### config.mk
export PLATFORM = sky130hd
export DESIGN_NAME = led_blink_code_indicator_unit
export DESIGN_NICKNAME = d
export VERILOG_FILES = /design/src/hdl/lbci_pkg.sv /design/src/hdl/lbci_step.sv /design/src/hdl/lbci_skid.sv /design/src/hdl/led_blink_code_indicator_unit.sv
export SDC_FILE = /design/constraint.sdc
export NUM_CORES = 1
export LEC_CHECK = 0
export ABC_AREA = 1
export BUFFER_PORTS_ARGS = -buffer_cell sky130_fd_sc_hd__buf_2
export CELL_PAD_IN_SITES_DETAIL_PLACEMENT = 1
export CELL_PAD_IN_SITES_GLOBAL_PLACEMENT = 2
export CORE_MARGIN = 8
export CORE_UTILIZATION = 34
export DETAILED_ROUTE_END_ITERATION = 16
export GPL_TIMING_DRIVEN = 0
export PLACE_DENSITY = 0.85
export SLEW_MARGIN = 20
export SYNTH_ARGS = -nofsm -noshare
export SYNTH_HDL_FRONTEND = slang
export SYNTH_SLANG_ARGS = --single-unit
### constraint.sdc
create_clock -name clk -period 2.1 [get_ports clk]
set_input_delay 0.525 -clock clk [delete_from_list [all_inputs] [get_ports clk]]
set_output_delay 0.525 -clock clk [all_outputs]
set_load 0.1 [all_outputs]
### src/hdl/lbci_pkg.sv
// Package for the LED blink-code indicator: phase codes, state and result
// types, register indexes and reset values. No dependencies.
`timescale 1ns / 1ps

package lbci_pkg;

  typedef enum logic [1:0] {
    PH_IDLE  = 2'd0,
    PH_ON    = 2'd1,
    PH_OFF   = 2'd2,
    PH_PAUSE = 2'd3
  } phase_t;

  typedef enum logic [1:0] {
    REG_ON_TICKS    = 2'd0,
    REG_OFF_TICKS   = 2'd1,
    REG_PAUSE_TICKS = 2'd2
  } reg_idx_t;

  localparam logic KIND_TICK = 1'b0;
  localparam logic KIND_SET  = 1'b1;

  localparam logic [7:0] ON_TICKS_RST    = 8'd18;
  localparam logic [7:0] OFF_TICKS_RST   = 8'd18;
  localparam logic [7:0] PAUSE_TICKS_RST = 8'd80;
  localparam logic [7:0] BLINKS_MAX      = 8'd255;

  typedef struct packed {
    logic [7:0] on_ticks;
    logic [7:0] off_ticks;
    logic [7:0] pause_ticks;
  } cfg_t;

  typedef struct packed {
    phase_t     phase;
    logic [7:0] ticks_left;
    logic [7:0] blinks_done;
    logic [7:0] shown_code;
    logic       led_level;
  } state_t;

  // Packed so that led_on sits in bit 0, as on the output tdata.
  typedef struct packed {
    logic [7:0] current_error;
    logic       led_on;
  } result_t;

endpackage

### src/hdl/lbci_step.sv
// Next-state logic of the blink-code indicator for one word.
// Depends on lbci_pkg.
`timescale 1ns / 1ps

module lbci_step (
  input  lbci_pkg::state_t  state_i,
  input  lbci_pkg::cfg_t    cfg_i,
  input  logic              kind_i,
  input  logic [7:0]        code_i,
  output lbci_pkg::state_t  state_o,
  output lbci_pkg::result_t result_o
);

  always_comb begin
    state_o = state_i;
    if (kind_i == lbci_pkg::KIND_SET) begin
      if (code_i == 8'd0) begin
        state_o.phase     = lbci_pkg::PH_IDLE;
        state_o.led_level = 1'b0;
      end else if (code_i != state_i.shown_code) begin
        state_o.phase     = lbci_pkg::PH_OFF;
        state_o.led_level = 1'b0;
      end
      state_o.shown_code = code_i;
    end else if (state_i.ticks_left != 8'd0) begin
      state_o.ticks_left = state_i.ticks_left - 8'd1;
    end else begin
      unique case (state_i.phase)
        lbci_pkg::PH_ON: begin
          if (state_i.blinks_done != lbci_pkg::BLINKS_MAX) begin
            state_o.blinks_done = state_i.blinks_done + 8'd1;
          end
          state_o.phase      = lbci_pkg::PH_OFF;
          state_o.ticks_left = cfg_i.off_ticks;
          state_o.led_level  = 1'b0;
        end
        lbci_pkg::PH_OFF: begin
          if (state_i.blinks_done >= state_i.shown_code) begin
            state_o.phase      = lbci_pkg::PH_PAUSE;
            state_o.ticks_left = cfg_i.pause_ticks;
          end else begin
            state_o.phase      = lbci_pkg::PH_ON;
            state_o.ticks_left = cfg_i.on_ticks;
            state_o.led_level  = 1'b1;
          end
        end
        lbci_pkg::PH_PAUSE: begin
          state_o.blinks_done = 8'd0;
          state_o.phase       = lbci_pkg::PH_ON;
          state_o.ticks_left  = cfg_i.on_ticks;
          state_o.led_level   = 1'b1;
        end
        lbci_pkg::PH_IDLE: begin
          state_o.phase = lbci_pkg::PH_IDLE;
        end
        default: begin
          state_o.phase = lbci_pkg::PH_IDLE;
        end
      endcase
    end
    result_o.led_on        = state_o.led_level;
    result_o.current_error = state_o.shown_code;
  end

endmodule

### src/hdl/lbci_skid.sv
// Two-entry output stage: result register plus skid register.
// Depends on lbci_pkg.
`timescale 1ns / 1ps

module lbci_skid (
  input  logic              clk,
  input  logic              rst_n,
  input  logic              push_i,
  input  lbci_pkg::result_t data_i,
  output logic              ready_o,
  output logic              valid_o,
  output lbci_pkg::result_t data_o,
  input  logic              taken_i
);

  logic              out_v_r,  out_v_nxt;
  logic              skid_v_r, skid_v_nxt;
  lbci_pkg::result_t out_d_r,  out_d_nxt;
  lbci_pkg::result_t skid_d_r, skid_d_nxt;

  assign ready_o = !skid_v_r;
  assign valid_o = out_v_r;
  assign data_o  = out_d_r;

  always_comb begin
    out_v_nxt  = out_v_r;
    out_d_nxt  = out_d_r;
    skid_v_nxt = skid_v_r;
    skid_d_nxt = skid_d_r;
    if (out_v_r && !taken_i) begin
      // stalled: park a new word in the skid slot
      if (push_i) begin
        skid_v_nxt = 1'b1;
        skid_d_nxt = data_i;
      end
    end else if (skid_v_r) begin
      out_v_nxt  = 1'b1;
      out_d_nxt  = skid_d_r;
      skid_v_nxt = 1'b0;
    end else begin
      out_v_nxt = push_i;
      out_d_nxt = data_i;
    end
  end

  always_ff @(posedge clk) begin
    if (!rst_n) begin
      out_v_r  <= 1'b0;
      skid_v_r <= 1'b0;
    end else begin
      out_v_r  <= out_v_nxt;
      skid_v_r <= skid_v_nxt;
    end
    out_d_r  <= out_d_nxt;
    skid_d_r <= skid_d_nxt;
  end

endmodule

### src/hdl/led_blink_code_indicator_unit.sv
// Top level of the LED blink-code indicator: state and register file,
// next-state logic and output stage. Depends on lbci_pkg, lbci_step, lbci_skid.
`timescale 1ns / 1ps

// Usage
//  - in_*: one word per timer tick (in_tuser = 0) or per new error code
//    (in_tuser = 1, code in in_tdata). Taken when in_tvalid && in_tready.
//  - out_*: exactly one word per input word, in order: LED level in bit 0,
//    code now shown in bits 8:1.
//  - cfg_*: on, off and pause lengths, index 0..2; index 3 is ignored.
//    Write only while the block is idle.
//  - Output: the result of an accepted word is registered in the output stage.
//  - Throughput: one word per cycle unless stalled; the state update is a single
//    decrement/compare pass between state registers, so nothing iterates.
//  - Stall: a two-entry output stage holds results; in_tready drops only
//    once both the result and the skid register are full, so one more word
//    is taken while a result waits.
//  - Reset (rst_n low, synchronous): idle phase, LED dark, code 0, counters
//    cleared, lengths back to 18/18/80, output stage empty.
module led_blink_code_indicator_unit (
  input  logic        clk,
  input  logic        rst_n,
  input  logic        in_tvalid,
  output logic        in_tready,
  input  logic [7:0]  in_tdata,   // [7:0] code to show
  input  logic        in_tuser,   // [0] kind
  output logic        out_tvalid,
  input  logic        out_tready,
  output logic [15:0] out_tdata,  // [0] led_on, [8:1] current_error, [15:9] zero
  input  logic        cfg_we,
  input  logic [1:0]  cfg_index,
  input  logic [7:0]  cfg_wdata
);

  lbci_pkg::cfg_t    cfg_r;
  lbci_pkg::state_t  state_r, state_nxt;
  lbci_pkg::result_t step_res;
  lbci_pkg::result_t out_res;
  logic              accept;

  assign accept = in_tvalid && in_tready;

  lbci_step u_step (
    .state_i  (state_r),
    .cfg_i    (cfg_r),
    .kind_i   (in_tuser),
    .code_i   (in_tdata),
    .state_o  (state_nxt),
    .result_o (step_res)
  );

  lbci_skid u_skid (
    .clk     (clk),
    .rst_n   (rst_n),
    .push_i  (accept),
    .data_i  (step_res),
    .ready_o (in_tready),
    .valid_o (out_tvalid),
    .data_o  (out_res),
    .taken_i (out_tready)
  );

  assign out_tdata = {7'd0, out_res};

  // Indicator state: advances once per accepted word.
  always_ff @(posedge clk) begin
    if (!rst_n) begin
      state_r.phase       <= lbci_pkg::PH_IDLE;
      state_r.ticks_left  <= 8'd0;
      state_r.blinks_done <= 8'd0;
      state_r.shown_code  <= 8'd0;
      state_r.led_level   <= 1'b0;
    end else if (accept) begin
      state_r <= state_nxt;
    end
  end

  // Phase length registers.
  always_ff @(posedge clk) begin
    if (!rst_n) begin
      cfg_r.on_ticks    <= lbci_pkg::ON_TICKS_RST;
      cfg_r.off_ticks   <= lbci_pkg::OFF_TICKS_RST;
      cfg_r.pause_ticks <= lbci_pkg::PAUSE_TICKS_RST;
    end else if (cfg_we) begin
      unique case (cfg_index)
        lbci_pkg::REG_ON_TICKS:    cfg_r.on_ticks    <= cfg_wdata;
        lbci_pkg::REG_OFF_TICKS:   cfg_r.off_ticks   <= cfg_wdata;
        lbci_pkg::REG_PAUSE_TICKS: cfg_r.pause_ticks <= cfg_wdata;
        default: ;
      endcase
    end
  end

endmodule
==> results of run 1 <==
[layer usage]
metal | GRT usage (%) | vias to the layer above
li1 | - | 1768
met3 | 2.79 | 15
met2 | 26.7 | 44
met4 | 7.60 | 0
met5 | 0 | -
met1 | 18.4 | 1624
[cell type report]
| cell class | count | area [um2] |
|---|---|---|
| plain buffers | 25 | 159 |
| fillers | 1424 | 6690 |
| repair buffers | 37 | 195 |
| clock inverters | 6 | 61.3 |
| well taps | 143 | 179 |
| flip-flops and latches | 71 | 1610 |
| multi-input cells | 346 | 1910 |
| clock buffers | 10 | 229 |
| inverters | 75 | 284 |
[stage by stage]
step	setup WS [ns]	hold slack (ns)	instance area [um2]
after floorplan	0.304	0.430	3930
after global placement	0.0313	0.447	4280
after detailed placement	-0.101	0.448	4280
after CTS	0.00732	0.432	4570
after global routing	-0.0153	0.447	4630
final	0.167	0.434	4630
[synthesized netlist by cell type, drive strengths merged]
| cell | n | area (um2) |
|---|---|---|
| nor3b | 1 | 7.51 |
| a22oi | 1 | 7.51 |
| xor2 | 5 | 43.8 |
| dfxtp | 53 | 1060 |
| nand3 | 22 | 115 |
| conb | 1 | 3.75 |
| a22o | 1 | 8.76 |
| clkinv | 1 | 3.75 |
| xnor2 | 7 | 61.3 |
| nand4 | 9 | 56.3 |
| a211oi | 6 | 65.1 |
| o21ai | 47 | 235 |
| edfxtp | 18 | 541 |
| nor2 | 47 | 209 |
| a21o | 1 | 7.51 |
| nor3 | 11 | 81.3 |
| buf | 19 | 133 |
| clkbuf | 6 | 22.5 |
| o211ai | 8 | 60.1 |
| inv | 74 | 280 |
| nand3b | 2 | 15.0 |
| a21oi | 43 | 223 |
| a31oi | 2 | 27.5 |
| nand2 | 112 | 465 |
| ha | 14 | 175 |
[how the worst max path moves through the flow]
stage / start / end / slack (ns) / cells past startpoint
after floorplan: u_skid.valid_o / u_skid.skid_d_r[0] / 0.30 / 4
after global placement: out_tready / u_skid.skid_d_r[7] / 0.03 / 4
after detailed placement: out_tready / u_skid.skid_d_r[1] / -0.10 / 4
after CTS: state_r[6] / state_r[20] / 0.007 / 12
after global routing: state_r[4] / state_r[17] / -0.02 / 14
final: state_r[4] / u_skid.data_o[0] / 0.17 / 15
[worst max-delay path, stage by stage (launching register included)]
cell and delay, ns:
dfxtp_2 0.35, inv_1 0.05, ha_1 0.29, nand2_1 0.08
nor2_2 0.11, nor2_1 0.04, nand2_1 0.12, nand2_4 0.09
nand2_1 0.12, nand2_1 0.06, nand2_1 0.05, nand2_1 0.06
nand2_1 0.08, nand2_2 0.06, nand2_1 0.05, nand2_1 0.05
[repair_timing]
action | CTS | global route
pin swaps | 0 | 3
buffers inserted | 0 | 4
resized for setup | 3 | 10
setup endpoints to repair | 5 | 7
[where the power goes]
group	switching [mW]	internal [mW]	total, mW
registers	0.117	1.57	1.69
clock network	0.607	0.915	1.52
logic	1.72	0.799	2.52
total	2.44	3.29	5.73
[sequential cells by signal (all words and copies together), names as in the netlist]
register	cells
cfg_r	24
state_r	27
u_skid.data_o	9
u_skid.skid_d_r	9
u_skid.skid_v_r	1
u_skid.valid_o	1
[cells by family after synthesis]
kind of cell    synth area share (%)
simple gates                    24.3
compound gates                  16.2
buf+inv                         11.2
flops                           41.0
fa+ha+maj                       4.48
xor+xnor                        2.69
other cells                   0.0959
==> metrics.md, run 1 <==
| Metric | Value |
|---|---|
| IO buf count | `33` |
| CTS sink cnt | `71` |
| Vias/cell | `4.84` |
| Cell area after synthesis | `3910 um2` |
| Worst R2R Path Depth | `15` |
| TritonCTS Buffers | `9` |
| Slew margin rel. | `31.6%` |
| Tot Pwr | `5.73 mW` |
| Final WL | `11.0 mm` |
| DR iter-0 viols | `135` |
| All-Layer GR Usage | `15.6%` |
| Peak supply drop | `0.495 mV` |
| Crit path max fanout | `6` |
| Cells after Synth | `511` |
| WL met2 | `5.49 mm` |
| Post-Layout Cell Count | `713` |
| Crit Path Category | `reg -> reg` |
| Die width | `123 um` |
| Die area | `15,200 um2` |
| Worst hold path depth | `3` |
| CTS root buffer | `clkbuf_16` |
| Diode count | `0` |
| Final setup violation count | `0` |
| PD cells | `1240 nW/um2` |
| Area grow syn2layout | `18.4%` |
| Initial Utilization | `34.5%` |
| Slew Limit Fails | `0` |
| Metal3 WL | `375 um` |
| Hold crit path type | `in -> reg` |
| TritonCTS clock tree | `yes` |
| H-tree depth | `3` |
| HP Start | `cfg_wdata[7]` |
| Placed Cells | `693` |
| Setup TNS | `0 ns` |
| Leakage | `2.06 nW` |
| DR top layer | `met4` |
| Most frequent cells in the layout | `nand2_1 (99), inv_1 (70), o21ai_0 (47), dfxtp_1 (47)` |
| Most common cell after layout, fill and taps aside | `nand2_1` |
| Layout cells sized above 1 | `20.0%` |
| CP endpoint kind | `flip-flop` |
| Syn Area/Cell | `7.65 um2` |
| #FFs+latches synth | `71` |
| Crit share post-route | `92.0%` |
| Reg2reg setup slack | `0.17 ns` |
| Max Cap Viol | `0` |
| Nets | `603` |
| Drt pass-1 iters | `4` |
| Hold endpoint | `cfg_r[15]` |
| Grt ovf | `0` |
| CP arrival | `2.03 ns` |
| Post-route ant nets | `0` |
| CTS max path bufs | `2` |
| # IOs | `42` |
| CTS hold repair buffers | `0` |
| Worst-Skew Late Latency | `0.34 ns` |
| GPL Wtd Cong | `0.783` |
| Met1 wire length | `4.92 mm` |
| Vias in the first global route | `3,750` |
| Worst-path clk slew | `0.06 ns` |
| Vias after detailed routing | `3,451` |
| Core Box Area | `11,300 um2` |
| Achievable frequency | `0.517 GHz` |
| # rows | `39` |
| Sequential area share after synthesis | `41.0%` |
| Die height | `123 um` |
| FF-to-FF Start | `state_r[4]` |
| Initial antenna violation count | `0` |
| DRC errors left | `0` |
| Setup Skew | `0.00807 ns` |
| CP required | `2.20 ns` |
| Crit path time final | `1.93 ns` |
| Detailed-route wire length per cell | `15.5 um` |
| HPWL after detailed placement | `8.29 mm` |
| YS warnings | `0` |
| Final hold violations | `0` |
| Distinct cells, synth | `40` |
| Largest net degree at the start of global routing | `13` |
| Global-route wire length before repair | `18.5 mm` |
| Worst Setup Start Kind | `flip-flop` |
| Post-layout util | `40.9%` |
| Worst R2R End | `u_skid.data_o[0]` |
| Run status | `completed` |
| Tightest Pin Transition | `1.02 ns` |
Power figures use the tool's default switching activity.
==> run 2: changes to the inputs <==
--- a/config.mk
+++ b/config.mk
@@ -14,6 +14,7 @@
 export DETAILED_ROUTE_END_ITERATION = 16
 export GPL_TIMING_DRIVEN = 0
 export PLACE_DENSITY = 0.85
+export RECOVER_POWER = 100
 export SLEW_MARGIN = 20
 export SYNTH_ARGS = -nofsm -noshare
 export SYNTH_HDL_FRONTEND = slang
==> run 2 against run 1 <==
Compared with the run above:
- sequential share of layout area rose by 0.11 points
- core utilization down 0.17 points
- flip-flop and latch count unchanged
- non-clock buffer count did not move
- clock skew is essentially flat
- maximum frequency is essentially flat
- routed wire length decreased by 0.12%
- die area unchanged
- final cell count stayed put
- highest routed layer unchanged
==> metrics.md, run 2 (synthesis results as in run 1) <==
| Metric | Value |
|---|---|
| Cell Area, Placed | `4280 um2 (unchanged)` |
| FF-to-FF Start | `state_r[4]` |
| Hold crit path type | `in -> reg` |
| Final WL | `11.0 mm (-0.12%)` |
| Vias in the first global route | `3,750 (unchanged)` |
| Die area | `15,200 um2 (unchanged)` |
| Die height | `123 um (unchanged)` |
| Slew Limit Fails | `0 (unchanged)` |
| Final hold violations | `0 (unchanged)` |
| Crit path max fanout | `10 (+4)` |
| # rows | `39 (unchanged)` |
| Worst hold path depth | `3 (unchanged)` |
| CTS root buffer | `clkbuf_16` |
| Worst R2R Path Depth | `14 (-1)` |
| All-Layer GR Usage | `15.6% (unchanged)` |
| Crit share post-route | `92.1% (about the same)` |
| Tightest Pin Transition | `1.00 ns (-0.0197 ns)` |
| Crit path time final | `1.93 ns (+0.000820 ns)` |
| Tot Pwr | `5.67 mW (-1.0%)` |
| Diode count | `0 (unchanged)` |
| Achievable frequency | `0.517 GHz (about the same)` |
| Final setup violation count | `0 (unchanged)` |
| Largest registers | `state_r (27), cfg_r (24)` |
| Setup Skew | `0.00794 ns (-0.000132 ns)` |
| CP arrival | `2.20 ns (+0.17 ns)` |
| Crit Path Category | `reg -> reg` |
| HPWL after detailed placement | `8.29 mm (unchanged)` |
| DR iter-0 viols | `113 (-16%)` |
| CTS max path bufs | `2 (unchanged)` |
| Max Cap Viol | `0 (unchanged)` |
| Vias/cell | `4.85 (+0.17%)` |
| Peak supply drop | `0.491 mV (-0.70%)` |
| Post-route setup slack | `0.167 ns (-0.000820 ns)` |
| Most frequent cells in the layout | `nand2_1 (100), inv_1 (71), dfxtp_1 (48)` |
| CP required | `2.37 ns (+0.17 ns)` |
| Global-route wire length before repair | `18.5 mm (unchanged)` |
| DRC errors left | `0 (unchanged)` |
| CTS sink cnt | `71 (unchanged)` |
| Post-layout util | `40.7% (-0.17 points)` |
| Final hold slack | `0.436 ns (+0.00137 ns)` |
| # IOs | `42 (unchanged)` |
| Post-Layout Cell Count | `713 (unchanged)` |
| Initial Utilization | `34.5% (unchanged)` |
| Drt pass-1 iters | `4 (unchanged)` |
| Post-route ant nets | `0 (unchanged)` |
| Worst R2R End | `state_r[20]` |
| Layout fillers | `1,431 (+0.49%)` |
| M1 GR Usage | `18.4% (unchanged)` |
| Final standard cell area without fillers | `4610 um2 (-0.41%)` |
| Placed Cells | `693 (unchanged)` |
| PD cells | `1230 nW/um2 (-0.62%)` |
| Worst Setup Start Kind | `flip-flop` |
| Largest Register | `state_r` |
| Area grow syn2layout | `17.9%` |
| Grt ovf | `0 (unchanged)` |
| Initial antenna violation count | `0 (unchanged)` |
| TritonCTS Buffers | `9 (unchanged)` |
| CP endpoint kind | `flip-flop` |
| Detailed-route wire length per cell | `15.5 um (-0.12%)` |
| Die width | `123 um (unchanged)` |
| TritonCTS clock tree | `yes` |
| Most common cell after layout, fill and taps aside | `nand2_1` |
| Hold endpoint | `cfg_r[15]` |
| HP Start | `cfg_wdata[7]` |
| Slew margin rel. | `32.9% (+1.3 points)` |
| CTS hold repair buffers | `0 (unchanged)` |
| Largest net degree at the start of global routing | `13 (unchanged)` |
| Run status | `completed` |
| M2 GR Usage | `26.7% (unchanged)` |
| GRT busiest layer | `met2` |
| Worst slack, placed | `-0.101 ns (unchanged)` |
| GPL Wtd Cong | `0.783 (unchanged)` |
| Vias after detailed routing | `3,457 (+0.17%)` |
| H-tree depth | `3 (unchanged)` |
| Layout cells sized above 1 | `18.2% (-1.8 points)` |
| Setup TNS | `0 ns (unchanged)` |
| Worst-Skew Late Latency | `0.34 ns (about the same)` |
| Worst-path clk slew | `0.06 ns (about the same)` |
| Leakage | `2.04 nW (-0.63%)` |
| Max reg flops | `27 (unchanged)` |
| IO buf count | `33 (unchanged)` |
| Met3 global-route usage | `2.79% (unchanged)` |
| Reg2reg setup slack | `0.17 ns (about the same)` |
| Nets | `603 (unchanged)` |
| Core Box Area | `11,300 um2 (unchanged)` |
## run 2: repair_timing
item	CTS	global route
endpoints found under the setup margin	5	7
resized for setup	3	10
hold endpoints to repair	0	0
pin swaps	0	3
setup buffers	0	4
## run 2: worst max-delay path by stage
stage	startpoint	to	slack [ns]	cells past startpoint
global route	state_r[4]	state_r[17]	-0.02	14
CTS	state_r[6]	state_r[20]	0.007	12
finish	state_r[4]	state_r[20]	0.17	14
global placement	out_tready	u_skid.skid_d_r[7]	0.03	4
detailed placement	out_tready	u_skid.skid_d_r[1]	-0.10	4
floorplan	u_skid.valid_o	u_skid.skid_d_r[0]	0.30	4
## run 2: power breakdown
| part | switching (mW) | leakage, nW | total (mW) | internal (mW) |
|---|---|---|---|---|
| Clock | 0.604 | 0.142 | 1.52 | 0.915 |
| Sequential | 0.120 | 0.614 | 1.69 | 1.57 |
| Combinational | 1.68 | 1.29 | 2.46 | 0.774 |
## run 2: final cells by class
class                   count  area (um2)  area share, %
clock buffers              10         229           4.97
well taps                 143         179           3.88
repair buffers             37         193           4.18
inverters                  75         284           6.16
plain buffers              25         154           3.34
clock inverters             6        61.3           1.33
multi-input cells         346        1900           41.2
flip-flops and latches     71        1610           34.9
## run 2: routing by layer
layer / vias up / wire length, um
met4: 0 / 275
li1: 1764 / -
met5: - / 0
met1: 1619 / 4900
met2: 55 / 5470
met3: 19 / 382
## run 2: critical path: stages (launching register included)
cell and delay, ns:
dfxtp_2 0.35, inv_1 0.05, ha_1 0.30, nand2_1 0.10
nor2_2 0.05, nor2_1 0.08, nand2_1 0.11, nand2_4 0.13
nand2_1 0.10, buf_6 0.16, nand2_1 0.06, nand3_1 0.09
nand2_2 0.10, nand2_1 0.07, a21oi_2 0.11
